===== src/sv/shsd_pkg.sv =====
// Shared constants, types and lookup functions for the stepper speed display block.
package shsd_pkg;

    localparam int NUM_DIGITS = 8;
    localparam int SCAN_W     = 3;
    localparam int PADDR_W    = 4;

    localparam logic [4:0] SPEED_MIN  = 5'd3;
    localparam logic [4:0] SPEED_WRAP = 5'd20;
    localparam logic [4:0] SPEED_TEN  = 5'd10;
    localparam logic [9:0] CYCLES_MAX = 10'd1023;

    localparam logic [SCAN_W-1:0] SCAN_LAST = SCAN_W'(NUM_DIGITS - 1);

    localparam logic [1:0] REG_TOTAL_CYCLES   = 2'd0;
    localparam logic [1:0] REG_DEBOUNCE_TICKS = 2'd1;
    localparam logic [1:0] REG_SCAN_PERIOD    = 2'd2;

    localparam logic [9:0] RST_TOTAL_CYCLES   = 10'd512;
    localparam logic [7:0] RST_DEBOUNCE_TICKS = 8'd10;
    localparam logic [7:0] RST_SCAN_PERIOD    = 8'd2;

    typedef struct packed {
        logic [9:0] total_cycles;
        logic [7:0] debounce_ticks;
        logic [7:0] scan_period;
    } t_cfg;

    function automatic logic [3:0] coil_code(input logic [2:0] phase);
        logic [3:0] code;
        case (phase)
            3'd0:    code = 4'h1;
            3'd1:    code = 4'h3;
            3'd2:    code = 4'h2;
            3'd3:    code = 4'h6;
            3'd4:    code = 4'h4;
            3'd5:    code = 4'hC;
            3'd6:    code = 4'h8;
            default: code = 4'h9;
        endcase
        return code;
    endfunction

    function automatic logic [7:0] seg_code(input logic [3:0] digit);
        logic [7:0] code;
        case (digit)
            4'd0:    code = 8'h3f;
            4'd1:    code = 8'h06;
            4'd2:    code = 8'h5b;
            4'd3:    code = 8'h4f;
            4'd4:    code = 8'h66;
            4'd5:    code = 8'h6d;
            4'd6:    code = 8'h7d;
            4'd7:    code = 8'h07;
            4'd8:    code = 8'h7f;
            4'd9:    code = 8'h6f;
            default: code = 8'h00;
        endcase
        return code;
    endfunction

endpackage


===== src/sv/shsd_apb_regs.sv =====
// APB configuration register file for the stepper speed display block.
module shsd_apb_regs (
    input  logic                         i_clk,
    input  logic                         i_rst_n,
    input  logic                         psel,
    input  logic                         penable,
    input  logic                         pwrite,
    input  logic [shsd_pkg::PADDR_W-1:0] paddr,
    input  logic [31:0]                  pwdata,
    output logic [31:0]                  prdata,
    output logic                         pready,
    output shsd_pkg::t_cfg               o_cfg
);
    import shsd_pkg::*;

    t_cfg       r_cfg;
    logic       wr_en;
    logic [1:0] reg_idx;

    assign pready  = 1'b1;
    assign wr_en   = psel & penable & pwrite;
    assign reg_idx = paddr[3:2];
    assign o_cfg   = r_cfg;

    always_ff @(posedge i_clk) begin
        if (!i_rst_n) begin
            r_cfg.total_cycles   <= RST_TOTAL_CYCLES;
            r_cfg.debounce_ticks <= RST_DEBOUNCE_TICKS;
            r_cfg.scan_period    <= RST_SCAN_PERIOD;
        end else if (wr_en) begin
            unique case (reg_idx)
                REG_TOTAL_CYCLES:   r_cfg.total_cycles   <= pwdata[9:0];
                REG_DEBOUNCE_TICKS: r_cfg.debounce_ticks <= pwdata[7:0];
                REG_SCAN_PERIOD:    r_cfg.scan_period    <= pwdata[7:0];
                default: ;
            endcase
        end
    end

    always_comb begin
        unique case (reg_idx)
            REG_TOTAL_CYCLES:   prdata = {22'd0, r_cfg.total_cycles};
            REG_DEBOUNCE_TICKS: prdata = {24'd0, r_cfg.debounce_ticks};
            REG_SCAN_PERIOD:    prdata = {24'd0, r_cfg.scan_period};
            default:            prdata = 32'd0;
        endcase
    end

endmodule


===== src/sv/stepper_halfstep_speed_display_top.sv =====
// Top level: half-step stepper driver with debounced speed button and scanned display.
//
//  channel | direction | handshake                  | payload
//  --------+-----------+----------------------------+----------------------------------------
//  tick in | in        | i_in_valid / o_in_ready    | i_button_low
//  result  | out       | o_out_valid / i_out_ready  | o_coil_pattern, o_running,
//          |           |                            | o_digit_select, o_segment_bits,
//          |           |                            | o_speed_level
//  config  | in        | APB psel/penable/pwrite    | paddr, pwdata, prdata
//
// One tick transaction per cycle while o_in_ready is high; its result is registered and shows in the next cycle.
// All state updates in the cycle a tick is accepted; the result register is the only stage.
// o_in_ready is high while the result register is empty or being drained.
// Reset (synchronous, active low) clears the state, sets the speed to SPEED_MIN and loads register defaults; no sweep.
module stepper_halfstep_speed_display_top (
    input  logic                         i_clk,
    input  logic                         i_rst_n,
    input  logic                         i_in_valid,
    output logic                         o_in_ready,
    input  logic                         i_button_low,
    output logic                         o_out_valid,
    input  logic                         i_out_ready,
    output logic [3:0]                   o_coil_pattern,
    output logic                         o_running,
    output logic [7:0]                   o_digit_select,
    output logic [7:0]                   o_segment_bits,
    output logic [4:0]                   o_speed_level,
    input  logic                         psel,
    input  logic                         penable,
    input  logic                         pwrite,
    input  logic [shsd_pkg::PADDR_W-1:0] paddr,
    input  logic [31:0]                  pwdata,
    output logic [31:0]                  prdata,
    output logic                         pready
);
    import shsd_pkg::*;

    t_cfg cfg;

    shsd_apb_regs u_regs (
        .i_clk   (i_clk),
        .i_rst_n (i_rst_n),
        .psel    (psel),
        .penable (penable),
        .pwrite  (pwrite),
        .paddr   (paddr),
        .pwdata  (pwdata),
        .prdata  (prdata),
        .pready  (pready),
        .o_cfg   (cfg)
    );

    logic [2:0]        r_phase, n_phase;
    logic [4:0]        r_hold, n_hold;
    logic [9:0]        r_cycles, n_cycles;
    logic [4:0]        r_speed, n_speed;
    logic              r_btn_prev;
    logic              r_db_active, n_db_active;
    logic [7:0]        r_db_count, n_db_count;
    logic [SCAN_W-1:0] r_scan_idx, n_scan_idx;
    logic [7:0]        r_scan_timer, n_scan_timer;

    logic       r_out_valid;
    logic [3:0] r_coil, n_coil;
    logic       r_run, n_run;
    logic [7:0] r_dsel, n_dsel;
    logic [7:0] r_seg, n_seg;
    logic [4:0] r_spd_out;

    logic       accept;
    logic [7:0] db_limit, db_inc, scan_limit, scan_inc;
    logic [4:0] speed_inc, hold_load;
    logic [3:0] units;
    logic [3:0] tens;

    assign o_in_ready     = !r_out_valid || i_out_ready;
    assign accept         = i_in_valid && o_in_ready;
    assign o_out_valid    = r_out_valid;
    assign o_coil_pattern = r_coil;
    assign o_running      = r_run;
    assign o_digit_select = r_dsel;
    assign o_segment_bits = r_seg;
    assign o_speed_level  = r_spd_out;

    // button debounce and speed step
    always_comb begin
        db_limit    = (cfg.debounce_ticks == 8'd0) ? 8'd1 : cfg.debounce_ticks;
        db_inc      = r_db_count + 8'd1;
        speed_inc   = r_speed + 5'd1;
        n_db_active = r_db_active;
        n_db_count  = r_db_count;
        n_speed     = r_speed;
        if (r_db_active) begin
            n_db_count = db_inc;
            if (db_inc >= db_limit || db_inc == 8'd0) begin
                n_db_active = 1'b0;
                n_db_count  = 8'd0;
                if (i_button_low) begin
                    n_speed = (speed_inc == SPEED_WRAP || speed_inc < SPEED_MIN) ?
                              SPEED_MIN : speed_inc;
                end
            end
        end else if (i_button_low && !r_btn_prev) begin
            n_db_active = 1'b1;
            n_db_count  = 8'd0;
        end
    end

    // motor phase walk
    always_comb begin
        hold_load = (n_speed == 5'd0) ? 5'd1 : n_speed;
        n_phase   = r_phase;
        n_hold    = r_hold;
        n_cycles  = r_cycles;
        if (r_cycles >= cfg.total_cycles) begin
            n_run  = 1'b0;
            n_coil = (r_phase == 3'd0 && r_cycles == 10'd0) ? 4'h0 :
                     coil_code(r_phase - 3'd1);
        end else begin
            n_run  = 1'b1;
            n_coil = coil_code(r_phase);
            n_hold = ((r_hold == 5'd0) ? hold_load : r_hold) - 5'd1;
            if (n_hold == 5'd0) begin
                n_phase = r_phase + 3'd1;
                if (n_phase == 3'd0 && r_cycles < CYCLES_MAX) begin
                    n_cycles = r_cycles + 10'd1;
                end
            end
        end
    end

    // display scan
    always_comb begin
        if (n_speed >= SPEED_TEN) begin
            tens  = 4'd1;
            units = 4'(n_speed - SPEED_TEN);
        end else begin
            tens  = 4'd0;
            units = n_speed[3:0];
        end
        case (r_scan_idx)
            SCAN_W'(0): n_seg = seg_code(tens);
            SCAN_W'(1): n_seg = seg_code(units);
            default:    n_seg = 8'h00;
        endcase
        n_dsel = ~(8'd1 << r_scan_idx);

        scan_limit   = (cfg.scan_period == 8'd0) ? 8'd1 : cfg.scan_period;
        scan_inc     = r_scan_timer + 8'd1;
        n_scan_timer = scan_inc;
        n_scan_idx   = r_scan_idx;
        if (scan_inc >= scan_limit || scan_inc == 8'd0) begin
            n_scan_timer = 8'd0;
            n_scan_idx   = (r_scan_idx >= SCAN_LAST) ? '0 : r_scan_idx + SCAN_W'(1);
        end
    end

    always_ff @(posedge i_clk) begin
        if (!i_rst_n) begin
            r_phase      <= 3'd0;
            r_hold       <= 5'd0;
            r_cycles     <= 10'd0;
            r_speed      <= SPEED_MIN;
            r_btn_prev   <= 1'b0;
            r_db_active  <= 1'b0;
            r_db_count   <= 8'd0;
            r_scan_idx   <= '0;
            r_scan_timer <= 8'd0;
        end else if (accept) begin
            r_phase      <= n_phase;
            r_hold       <= n_hold;
            r_cycles     <= n_cycles;
            r_speed      <= n_speed;
            r_btn_prev   <= i_button_low;
            r_db_active  <= n_db_active;
            r_db_count   <= n_db_count;
            r_scan_idx   <= n_scan_idx;
            r_scan_timer <= n_scan_timer;
        end
    end

    always_ff @(posedge i_clk) begin
        if (!i_rst_n) begin
            r_out_valid <= 1'b0;
        end else if (accept) begin
            r_out_valid <= 1'b1;
        end else if (i_out_ready) begin
            r_out_valid <= 1'b0;
        end
    end

    always_ff @(posedge i_clk) begin
        if (accept) begin
            r_coil    <= n_coil;
            r_run     <= n_run;
            r_dsel    <= n_dsel;
            r_seg     <= n_seg;
            r_spd_out <= n_speed;
        end
    end

endmodule

===== config.mk =====
export PLATFORM = sky130hd
export DESIGN_NAME = stepper_halfstep_speed_display_top
export DESIGN_NICKNAME = d
export VERILOG_FILES = /design/src/sv/shsd_pkg.sv /design/src/sv/shsd_apb_regs.sv /design/src/sv/stepper_halfstep_speed_display_top.sv
export SDC_FILE = /design/constraint.sdc
export NUM_CORES = 1
export LEC_CHECK = 0
export BUFFER_PORTS_ARGS = -buffer_cell sky130_fd_sc_hd__buf_2
export CAP_MARGIN = 20
export CORE_ASPECT_RATIO = 0.5
export CORE_MARGIN = 3
export CORE_UTILIZATION = 45
export DETAILED_ROUTE_END_ITERATION = 10
export PLACE_DENSITY = 0.7
export SYNTH_ARGS = -nofsm -noshare
export SYNTH_HDL_FRONTEND = slang
export SYNTH_SLANG_ARGS = --single-unit
export TNS_END_PERCENT = 50

===== constraint.sdc =====
create_clock -name i_clk -period 5.1 [get_ports i_clk]
set_clock_uncertainty 0.2 [all_clocks]
set_input_delay 0.255 -clock i_clk [delete_from_list [all_inputs] [get_ports i_clk]]
set_output_delay 0.255 -clock i_clk [all_outputs]
set_load 0.005 [all_outputs]

---- Yosys cells after proc, flatten, opt, wreduce, memory -nomap -nowiden ----
Memory sizes are Yosys's and may differ from the RTL's.
Index checks and enable logic that the tools add are counted.
Widths: inputs -> output; s select.
word-level totals
  output and inout port bits .............. 61
  input bits .............................. 44
  logic and storage cells ................. 117
  bits in read-only memories .............. 224
  memories ................................ 2
  bits in registers ....................... 97
memory list
  memory            depth  width  read ports  clocked after memory_dff  wr ports  line            RTL
  (name not given)  16     7      1           0                         0         shsd_pkg.sv:46  case (digit)
  (name not given)  16     7      1           0                         0         shsd_pkg.sv:46
operators by class
  bitwise operators ....................... 4
  muxes and demuxes ....................... 27
  $lt $le $gt $ge ......................... 7
  $add $sub $neg .......................... 9
  eq/ne operators ......................... 16
  shift operators ......................... 1
  reductions and logical operators ........ 33
operator list
  kind                   number
  $pmux 4 s7             2
  $mux 8                 6
  $logic_not 8->1        4
  $mux 5                 6
  $pmux 10 s3            1
  $eq 3x3->1 const B     6
  $add 8x1->8 const B    2
  $ge 8x8->1             2
  $pmux 8 s2             1
  $logic_not 5->1        3
  $eq 3x2->1 const B     4
  $logic_not 3->1        4
  $mux 4                 3
  $reduce_and 2->1       6
  $add 10x1->10 const B  1
  $ge 10x10->1           1
  $logic_not 10->1       1
  $lt 10x10->1 const B   1
  $eq 3x1->1 const B     3
  $not 8->8              1
  $shl 1x3->8 const A    1
  $mux 1                 7
  $add 3x1->3 const B    2
  $add 5x1->5 const B    1
  19 further kinds       28

---- Depth between registers and ports, before layout ----
Gate-level depths: netlist of run 1.
  word-level depth ........................ 13
  gate-level depth with buffers ........... 26
  depth with buffers taken out ............ 24

---- By module ----
Synthesis of run 1 repeated with hierarchy kept, for this count alone.
unflattened totals
  cell total of the unflattened synthesis .. 758
  area total of the unflattened synthesis .. 6553.8 um^2
modules (own cells, without submodules)
  module                              cells each  area an instance (um^2)  times used  sequential area each (um^2)
  stepper_halfstep_speed_display_top  600         5165.0                   1           1651.6
  shsd_apb_regs                       158         1388.8                   1           520.5

---- Worst setup path before layout of run 1 ----
No wires, ideal clock.
  kind .................................... register to register
  start point ............................. reg r_db_count[0]
  end point ............................... reg r_phase[2]
  path slack .............................. 276 ps
  clock period less this slack ............ 4824 ps
  stages on the path, launching flop included .. 22
  arrival time ............................ 4545 ps
  cell sequence ........................... dfxtp_1 ha_1 nand2_1 nor2_1 xor2_1 ha_1 a21o_1 a221oi_1 o21ai_0 o21ai_2 mux2i_1 a21oi_1 nor2_1 ha_1 inv_1 or3_1 nand2_1 inv_1 or3b_4 a21oi_4 nor2_1 a211oi_2
on the way
  word-level cells in the longest chain between the ends .. 11
  elaborated cells between the ends (all ways) .. 12
ends and longest elaborated chain
  element                                               line                                       RTL
  start: declaration                                    stepper_halfstep_speed_display_top.sv:59   logic [7:0] r_db_count, n_db_count;
  start signal: assignment                              stepper_halfstep_speed_display_top.sv:176  r_db_count <= n_db_count;
  $add 8x1->8 (*)                                       stepper_halfstep_speed_display_top.sv:88   db_inc = r_db_count + 8'd1;
  $ge 8x8->1 / $logic_not 8->1 (equally long branches)  stepper_halfstep_speed_display_top.sv:95   if (db_inc >= db_limit || db_inc == 8'd0) begin
  $logic_or 1x1->1 (*)                                  stepper_halfstep_speed_display_top.sv:95
  $mux 5 (*)                                            stepper_halfstep_speed_display_top.sv:95
  $mux 5 (*)                                            stepper_halfstep_speed_display_top.sv:93   if (r_db_active) begin
  $logic_not 5->1                                       stepper_halfstep_speed_display_top.sv:111  hold_load = (n_speed == 5'd0) ? 5'd1 : n_speed;
  $mux 5 (*)                                            stepper_halfstep_speed_display_top.sv:111
  $mux 5 (*)                                            stepper_halfstep_speed_display_top.sv:122  n_hold = ((r_hold == 5'd0) ? hold_load : r_hold) - 5'd1;
  $sub 5x1->5 (*)                                       stepper_halfstep_speed_display_top.sv:122
  $logic_not 5->1 (*)                                   stepper_halfstep_speed_display_top.sv:123  if (n_hold == 5'd0) begin
  $reduce_and 3->1 (no source line) (*)                 --
  end signal: assignment                                stepper_halfstep_speed_display_top.sv:170  r_phase <= n_phase;
  end: declaration                                      stepper_halfstep_speed_display_top.sv:53   logic [2:0] r_phase, n_phase;
Every way passes the cells marked *; elsewhere a longest branch is shown, timed or not.
A chain may end at the register's enable or synchronous reset.

---- Final worst setup path of run 1 ----
  start point ............................. reg r_db_count[4]
  end point ............................... reg r_cycles[4]
on the way
  word-level cells in the longest chain between the ends .. 11
  elaborated cells between the ends (all ways) .. 12
ends and longest elaborated chain
  element                                               line                                       RTL
  $add 8x1->8 (*)                                       stepper_halfstep_speed_display_top.sv:88
  $ge 8x8->1 / $logic_not 8->1 (equally long branches)  stepper_halfstep_speed_display_top.sv:95
  $logic_or 1x1->1 (*)                                  stepper_halfstep_speed_display_top.sv:95
  $mux 5 (*)                                            stepper_halfstep_speed_display_top.sv:95
  $mux 5 (*)                                            stepper_halfstep_speed_display_top.sv:93
  $logic_not 5->1                                       stepper_halfstep_speed_display_top.sv:111
  $mux 5 (*)                                            stepper_halfstep_speed_display_top.sv:111
  $mux 5 (*)                                            stepper_halfstep_speed_display_top.sv:122
  $sub 5x1->5 (*)                                       stepper_halfstep_speed_display_top.sv:122
  $logic_not 5->1 (*)                                   stepper_halfstep_speed_display_top.sv:123
  $reduce_and 4->1 (no source line) (*)                 --
  end signal: assignment                                stepper_halfstep_speed_display_top.sv:172  r_cycles <= n_cycles;
  end: declaration                                      stepper_halfstep_speed_display_top.sv:55   logic [9:0] r_cycles, n_cycles;
Marks and branches as above.

==> metrics.md, run 1 <==
| Metric | Value |
|---|---|
| Drt via density | `5.35` |
| CTS tree | `done` |
| Count of input and output buffers | `56` |
| Netlist Area Pre-Place | `0.00630 mm2` |
| Num ports | `105` |
| Area taken by multi-input logic gates | `0.00376 mm2` |
| Latest clock arrival within the worst-skew pair | `0.35 ns` |
| Critical path fanouts, max | `14` |
| WP data required | `5.15 ns` |
| Clock Sink Count | `96` |
| Setup repair after global routing missed its margin | `yes` |
| Final period demand of the worst path | `4.82 ns` |
| Async SR Flop Fraction | `0` |
| Yosys reg bits | `96` |
| Fin worst setup slack | `0.283 ns` |
| Library cells used by synthesis | `76` |
| Worst-case clock buffer depth | `2` |
| Number of iterations in the first detailed-routing pass | `5` |
| Share of the core filled with cells in the final layout | `0.551` |
| Nets | `912` |
| Number of antenna violations at the first check in global routing | `0` |
| Number of max-slew violations in the final report | `0` |
| Global-route usage over all layers | `0.186` |
| Crit end category | `flop` |
| Main flop type after synthesis | `sky130_fd_sc_hd__dfxtp_1` |
| Remaining antenna violation count | `0` |
| Slew at the pin closest to its max-slew limit | `1.18 ns` |
| Source of the worst register-to-register timing path | `r_db_count[4]$_SDFFE_PN0P_` |
| Die Span Y | `89.7 um` |
| Number of inserted filler cells in the final layout | `1,230` |
| Placement-stage worst setup slack | `-0.153 ns` |
| Setup violation total in the final timing report | `0` |
| Launch point of the worst hold path | `i_out_ready` |
| Largest voltage drop on the vdd net | `213 uV` |
| Top achievable clock speed | `208 MHz` |
| Clock transition at the registers of the reported paths | `0.07 ns` |
| Standard-cell row count | `29` |
| Average cell area after synthesis | `8.49 um2` |
| Routed wire length per instance | `14.2 um` |
| Num CTS Buffers | `9` |
| Warning count from the yosys run | `0` |
| DRC violations left | `0` |
| Starting utilization of the core area | `0.478` |
| Antenna fix cells | `0` |
| Layout cell share with drive strength beyond 1 | `0.160` |
| Total Neg Setup Slack | `0 ns` |
| CP Class | `flop to flop` |
| Largest net degree at the start of global routing | `59` |
| Weighted congestion reported at the end of routability-driven placement | `0.902` |
| Post-route fraction of the period consumed by the critical path | `0.944` |
| DRC marker count from the first detailed-route iteration | `342` |
| Register area | `0.00218 mm2` |
| Total gr overflow | `0` |
| First-pass GRT wire length | `23.5 mm` |
| Core Footprint | `0.0132 mm2` |
| H-tree levels | `3` |
| Critical Path Start Type | `flop` |
| Number of max-cap violations | `0` |
| Die outline area | `0.0155 mm2` |
| Outcome | `complete, no violations` |
| Total count of hold-check failures in the final report | `0` |
| Horizontal die dimension | `173 um` |
| Number of global-route vias before repair | `4,817` |
| Number of flops mapped to enable cells by yosys | `25` |
| Share of synthesized area occupied by flip-flops and latches | `0.345` |
| Wirelength, routed | `14.2 mm` |
| Relative slew margins | `0.195` |
| Clock root buffer | `sky130_fd_sc_hd__clkbuf_16` |
| Arr. time, crit path | `4.86 ns` |
| HPWL after detailed placement | `10.1 mm` |
| Reported leakage power | `3.06 nW` |
| Hold Crit Class | `input port to flop` |
| Critical Path Source | `r_db_count[4]$_SDFFE_PN0P_` |
| Gate count after technology mapping | `742` |
| Area grow syn2layout | `15.3%` |
| Number of vias in the routed layout | `5,376` |
| Power density relative to cell area | `308 mW/mm2` |
[cell type report]
type                       instances  area share
timing repair buffer              90      0.0796
clock inverter                     6     0.00603
clock buffer                      10      0.0317
multi-input combinational        552       0.518
tap                              186      0.0321
sequential                        96       0.300
inverter                          64      0.0331
[cell usage after synthesis, drive strengths merged, types with 4 or more instances]
cell | instances | area [um2]
a211oi | 5 | 42.5
a21o | 18 | 136
a21oi | 42 | 233
a22oi | 7 | 52.6
a31oi | 5 | 37.5
a32oi | 4 | 35.0
and2 | 4 | 25.0
and3 | 14 | 87.6
buf | 32 | 220
clkbuf | 20 | 75.1
dfxtp | 71 | 1420
edfxtp | 25 | 751
ha | 55 | 688
inv | 64 | 240
mux2i | 37 | 387
nand2 | 81 | 304
nand2b | 9 | 56.3
nand3 | 27 | 148
nand4 | 8 | 50.1
nor2 | 69 | 259
nor2b | 4 | 25.0
nor3 | 7 | 35.0
nor4 | 6 | 37.5
o211ai | 9 | 67.6
o21a | 4 | 30.0
o21ai | 38 | 194
or3 | 9 | 56.3
xnor2 | 10 | 95.1
xor2 | 8 | 70.1
[worst paths after layout]
check,to,slack (ns),cells after the start
setup reg to reg,r_cycles[4]$_SDFFE_PN0P_,0.28,25
hold reg to reg,r_btn_prev$_SDFFE_PN0P_,0.26,2
hold / removal,o_out_valid$_SDFFE_PN0P_,0.02,3
setup / recovery,r_cycles[4]$_SDFFE_PN0P_,0.28,25
[metal layers]
metal	up-vias	track usage	wire length, um
li1	2717	-	-
met1	2485	0.264	7380
met2	160	0.297	5790
met3	14	0.0390	897
met4	0	0.0397	163
met5	-	0	0
[sequential cells by signal, summed over array words and instances, names as in the netlist, 3 cells and up]
name and flops:
r_hold 5, o_digit_select 8, r_scan_idx 3, o_coil_pattern 4, r_db_count 8, r_phase 3
r_cycles 10, r_speed 5, r_scan_timer 8, o_segment_bits 7, o_speed_level 5, u_regs.o_cfg 26
[critical path, stage by stage, from the launching register on]
cell and delay, ns:
sky130_fd_sc_hd__dfxtp_1 0.48, sky130_fd_sc_hd__nand3_1 0.14, sky130_fd_sc_hd__nor2_1 0.10, sky130_fd_sc_hd__nand2_1 0.09, sky130_fd_sc_hd__xnor2_2 0.17, sky130_fd_sc_hd__ha_1 0.33, sky130_fd_sc_hd__and3_1 0.20, sky130_fd_sc_hd__a221oi_2 0.30
sky130_fd_sc_hd__o21a_2 0.26, sky130_fd_sc_hd__nand2_1 0.11, sky130_fd_sc_hd__nand4_1 0.17, sky130_fd_sc_hd__nand3_1 0.14, sky130_fd_sc_hd__nand3_1 0.11, sky130_fd_sc_hd__a21oi_1 0.09, sky130_fd_sc_hd__nor2_1 0.18, sky130_fd_sc_hd__ha_2 0.25
sky130_fd_sc_hd__nand2_1 0.08, sky130_fd_sc_hd__nor2_1 0.11, sky130_fd_sc_hd__nand2_1 0.08, sky130_fd_sc_hd__a21oi_2 0.17, sky130_fd_sc_hd__nor4_4 0.07, sky130_fd_sc_hd__nand4bb_4 0.25, sky130_fd_sc_hd__a21oi_4 0.15, sky130_fd_sc_hd__buf_12 0.15
sky130_fd_sc_hd__a41oi_1 0.12, sky130_fd_sc_hd__o21a_1 0.20
[kinds of logic (layout without fill, tap and decap cells)]
logic type,Yosys count,after routing,synth area share
other,2,24,0.00119
AO/OA/AOI/OAI,166,166,0.179
AND/OR/NAND/NOR,249,249,0.187
flip-flops,96,96,0.345
adder cells (fa/ha/maj),55,55,0.109
buffers and inverters,116,170,0.0850
multiplexers,40,40,0.0674
XOR/XNOR,18,18,0.0262
[placed cells by master, fill, tap and decap left out, drive strengths merged, types with 9 or more instances in the layout]
cell,n
nand2,81
buf,78
dfxtp,71
nor2,69
inv,65
ha,55
a21oi,42
o21ai,38
mux2i,37
nand3,27
edfxtp,25
conb,24
a21o,18
and3,14
dlygate4sd3,12
clkbuf,10
xnor2,10
nand2b,9
or3,9
o211ai,9
[repair_timing]
item | in CTS | in global routing
hold endpoints to repair | 22 | 0
pin swaps | 0 | 6
hold buffers | 12 | 0
setup buffers | 0 | 6
resized for setup | 3 | 16
setup endpoints to repair | 10 | 14
[per-stage QoR]
stage / cells / hold WS (ns) / area, um2 / total power [mW]
detailed placement: 970 / 0.251 / 6720 / 1.55
global route: 1004 / 0.0261 / 7260 / 2.37
finish: 1004 / 0.0179 / 7260 / 2.24
global placement: 969 / 0.245 / 6710 / 1.52
floorplan: 764 / 0.184 / 6380 / 1.39
CTS: 998 / 0.0116 / 7130 / 2.21
[power breakdown]
group	internal, mW	switching (mW)	total, mW
Clock	0.336	0.308	0.644
Combinational	0.292	0.413	0.704
Sequential	0.842	0.0457	0.887
Total	1.47	0.766	2.24
(Power assumes the default switching activity.)
==> run 2: changes to the inputs <==
==> constraint.sdc (replaced) <==
create_clock -name i_clk -period 4.2 [get_ports i_clk]
set_clock_uncertainty 0.2 [all_clocks]
set_input_delay 0.21 -clock i_clk [delete_from_list [all_inputs] [get_ports i_clk]]
set_output_delay 0.21 -clock i_clk [all_outputs]
set_load 0.005 [all_outputs]
==> run 2 against run 1 <==
  * The flow now finishes with violations (negative setup slack)
  * Wire length is 6.0% higher
  * Non-clock buffer count is 45 higher
  * Die area stayed put
  * Sequential power is 22% higher
  * Clock power is 37% higher
  * Critical path type unchanged
  * Critical endpoint is now r_cycles[8]$_SDFFE_PN0P_
==> metrics.md, run 2 (synthesis gave the netlist of run 1 again) <==
| Metric | Value |
|---|---|
| Cell-internal power | `2.01 mW` |
| Number of inserted filler cells in the final layout | `1,153` |
| Clock Sink Count | `96` |
| Drt via density | `5.33` |
| Number of global-route vias before repair | `5,052` |
| Largest voltage drop on the vdd net | `235 uV` |
| HPWL after detailed placement | `10.9 mm` |
| Wirelength, routed | `15.1 mm` |
| Post-route fraction of the period consumed by the critical path | `1.06` |
| DRC violations left | `0` |
| Standard-cell row count | `29` |
| Slew at the pin closest to its max-slew limit | `0.735 ns` |
| Core Footprint | `0.0132 mm2` |
| Number of max-cap violations | `0` |
| Power density relative to cell area | `377 mW/mm2` |
| Reported leakage power | `3.35 nW` |
| Critical Path Start Type | `flop` |
| Total gr overflow | `0` |
| Crit end category | `flop` |
| Uppermost signal routing layer after detailed routing | `met4` |
| Final period demand of the worst path | `4.47 ns` |
| Num CTS Buffers | `9` |
| Met3 layer wire length in the routed design | `935 um` |
| Part of the power in registers | `0.363` |
| Total count of hold-check failures in the final report | `0` |
| Flip-flop count of the largest register after layout | `26` |
| Setup repair after global routing missed its margin | `yes` |
| Share of power burned in the clock network | `0.298` |
| Number of iterations in the first detailed-routing pass | `5` |
| Clock transition at the registers of the reported paths | `0.06 ns` |
| Count of input and output buffers | `56` |
| Sw Ratio | `0.323` |
| Cell Count, Final, Fillers Out | `1,049` |
| Net load switching power | `0.958 mW` |
| Highest-count cells in the layout ignoring fill and taps | `sky130_fd_sc_hd__nand2_1, sky130_fd_sc_hd__dfxtp_1, sky130_fd_sc_hd__nor2_1` |
| Nets | `957` |
| Critical path fanouts, max | `8` |
| Num ports | `105` |
| Number of vias in the routed layout | `5,593` |
| Number of antenna violations at the first check in global routing | `0` |
| Latest clock arrival within the worst-skew pair | `0.34 ns` |
| Total Neg Setup Slack | `-3.03 ns` |
| Outcome | `finished, violations left` |
| Weighted congestion reported at the end of routability-driven placement | `0.893` |
| Hold Crit Class | `input port to flop` |
| Starting utilization of the core area | `0.478` |
| Die outline area | `0.0155 mm2` |
| DRC marker count from the first detailed-route iteration | `303` |
| Arr. time, crit path | `4.46 ns` |
| H-tree levels | `3` |
| Failing checks | `negative setup slack` |
| Routed wire length per instance | `14.4 um` |
| Antenna fix cells | `0` |
| Global-route usage over all layers | `0.193` |
| CTS tree | `done` |
| Top achievable clock speed | `224 MHz` |
| Area grow syn2layout | `24.8%` |
| Worst-case clock buffer depth | `2` |
| Total power consumption of the routed design | `2.97 mW` |
| Detailed-routing wirelength on met1 | `7.61 mm` |
| Number of max-slew violations in the final report | `0` |
| Routed wire length on met2 | `6.41 mm` |
| Most frequent standard cell in the layout excluding fill and tap cells | `sky130_fd_sc_hd__nand2_1` |
| Relative slew margins | `0.509` |
| WP data required | `4.20 ns` |
| Die Span Y | `89.7 um` |
| Setup violation total in the final timing report | `13` |
| Placed Instances | `1,012` |
| Clock root buffer | `sky130_fd_sc_hd__clkbuf_16` |
| Layout cell share with drive strength beyond 1 | `0.236` |
| Part of the power in combinational logic | `0.338` |
| Remaining antenna violation count | `0` |
| CP Class | `flop to flop` |
| Fin worst setup slack | `-0.266 ns` |
| First-pass GRT wire length | `24.5 mm` |
| Horizontal die dimension | `173 um` |
| Largest net degree at the start of global routing | `59` |
run 2: changes by cell type in the layout (fill, tap and decap cells not counted), sizes merged:
cell and delta:
clkinv -3, clkinvlp -1, dlygate4sd3 +1, clkbuf +3
bufinv +2, inv -1, buf +44
run 2: final timing paths:
check	from	endpoint	slack [ns]	cells past startpoint
max	r_db_count[0]$_SDFFE_PN0P_	r_cycles[8]$_SDFFE_PN0P_	-0.27	24
min	i_rst_n	u_regs.o_cfg[11]$_SDFFE_PN1P_	0.13	2
max reg2reg	r_db_count[0]$_SDFFE_PN0P_	r_cycles[8]$_SDFFE_PN0P_	-0.27	24
min reg2reg	u_regs.o_cfg[24]$_SDFFE_PN0P_	u_regs.o_cfg[24]$_SDFFE_PN0P_	0.26	2
run 2: power groups by stage:
| stage | clock network, mW | logic, mW | registers [mW] |
|---|---|---|---|
| after detailed placement | 0 | 0.859 | 1.09 |
| after global placement | 0 | 0.835 | 1.09 |
| after global routing | 0.941 | 1.10 | 1.09 |
| final | 0.885 | 1.00 | 1.08 |
| after floorplan | 0 | 0.617 | 1.08 |
| after CTS | 0.907 | 0.934 | 1.08 |
run 2: worst max-delay path: stages, from the launching register on:
cell,delay (ns)
sky130_fd_sc_hd__dfxtp_4,0.38
sky130_fd_sc_hd__ha_4,0.17
sky130_fd_sc_hd__nand2_4,0.06
sky130_fd_sc_hd__nor2_4,0.09
sky130_fd_sc_hd__xor2_2,0.22
sky130_fd_sc_hd__ha_4,0.24
sky130_fd_sc_hd__a21o_1,0.20
sky130_fd_sc_hd__a221oi_4,0.32
sky130_fd_sc_hd__o21ai_2,0.13
sky130_fd_sc_hd__o21ai_4,0.20
sky130_fd_sc_hd__buf_6,0.14
sky130_fd_sc_hd__mux2i_4,0.22
sky130_fd_sc_hd__a21oi_2,0.07
sky130_fd_sc_hd__nor2_2,0.14
sky130_fd_sc_hd__ha_2,0.22
sky130_fd_sc_hd__inv_2,0.05
sky130_fd_sc_hd__or3_4,0.34
sky130_fd_sc_hd__nand2_2,0.08
sky130_fd_sc_hd__inv_2,0.03
sky130_fd_sc_hd__nand4bb_1,0.19
sky130_fd_sc_hd__a21oi_2,0.19
sky130_fd_sc_hd__buf_12,0.14
sky130_fd_sc_hd__buf_8,0.12
sky130_fd_sc_hd__a21o_1,0.11
sky130_fd_sc_hd__a21oi_1,0.05
run 2: per-layer routing:
metal,GRT usage,up-vias
met5,0,-
met4,0.0434,0
met3,0.0449,13
met2,0.301,182
met1,0.277,2591
li1,-,2807
run 2: per-stage QoR:
step | instance area [um2] | utilization | hold WS, ns | setup slack, ns
finish | 7860 | 0.597 | 0.126 | -0.266
global route | 7860 | 0.597 | 0.138 | -0.486
CTS | 7680 | 0.583 | 0.103 | -0.333
detailed placement | 7120 | 0.540 | 0.247 | -0.311
global placement | 7110 | 0.540 | 0.237 | -0.246
floorplan | 6450 | - | 0.139 | -0.198
run 2: final cells by class:
type | count | area, um2 | area share
multi-input combinational | 552 | 3950 | 0.503
sequential | 96 | 2180 | 0.278
timing repair buffer | 135 | 933 | 0.119
clock buffer | 13 | 250 | 0.0318
inverter | 64 | 240 | 0.0306
tap | 186 | 233 | 0.0296
clock inverter | 3 | 66.3 | 0.00844
run 2: timing repair:
action	4_1_cts	5_1_grt
setup buffers	6	2
hold buffers	13	0
setup endpoints to repair	15	21
resized for setup	20	31
pin swaps	16	13
endpoints found under the hold margin	28	0
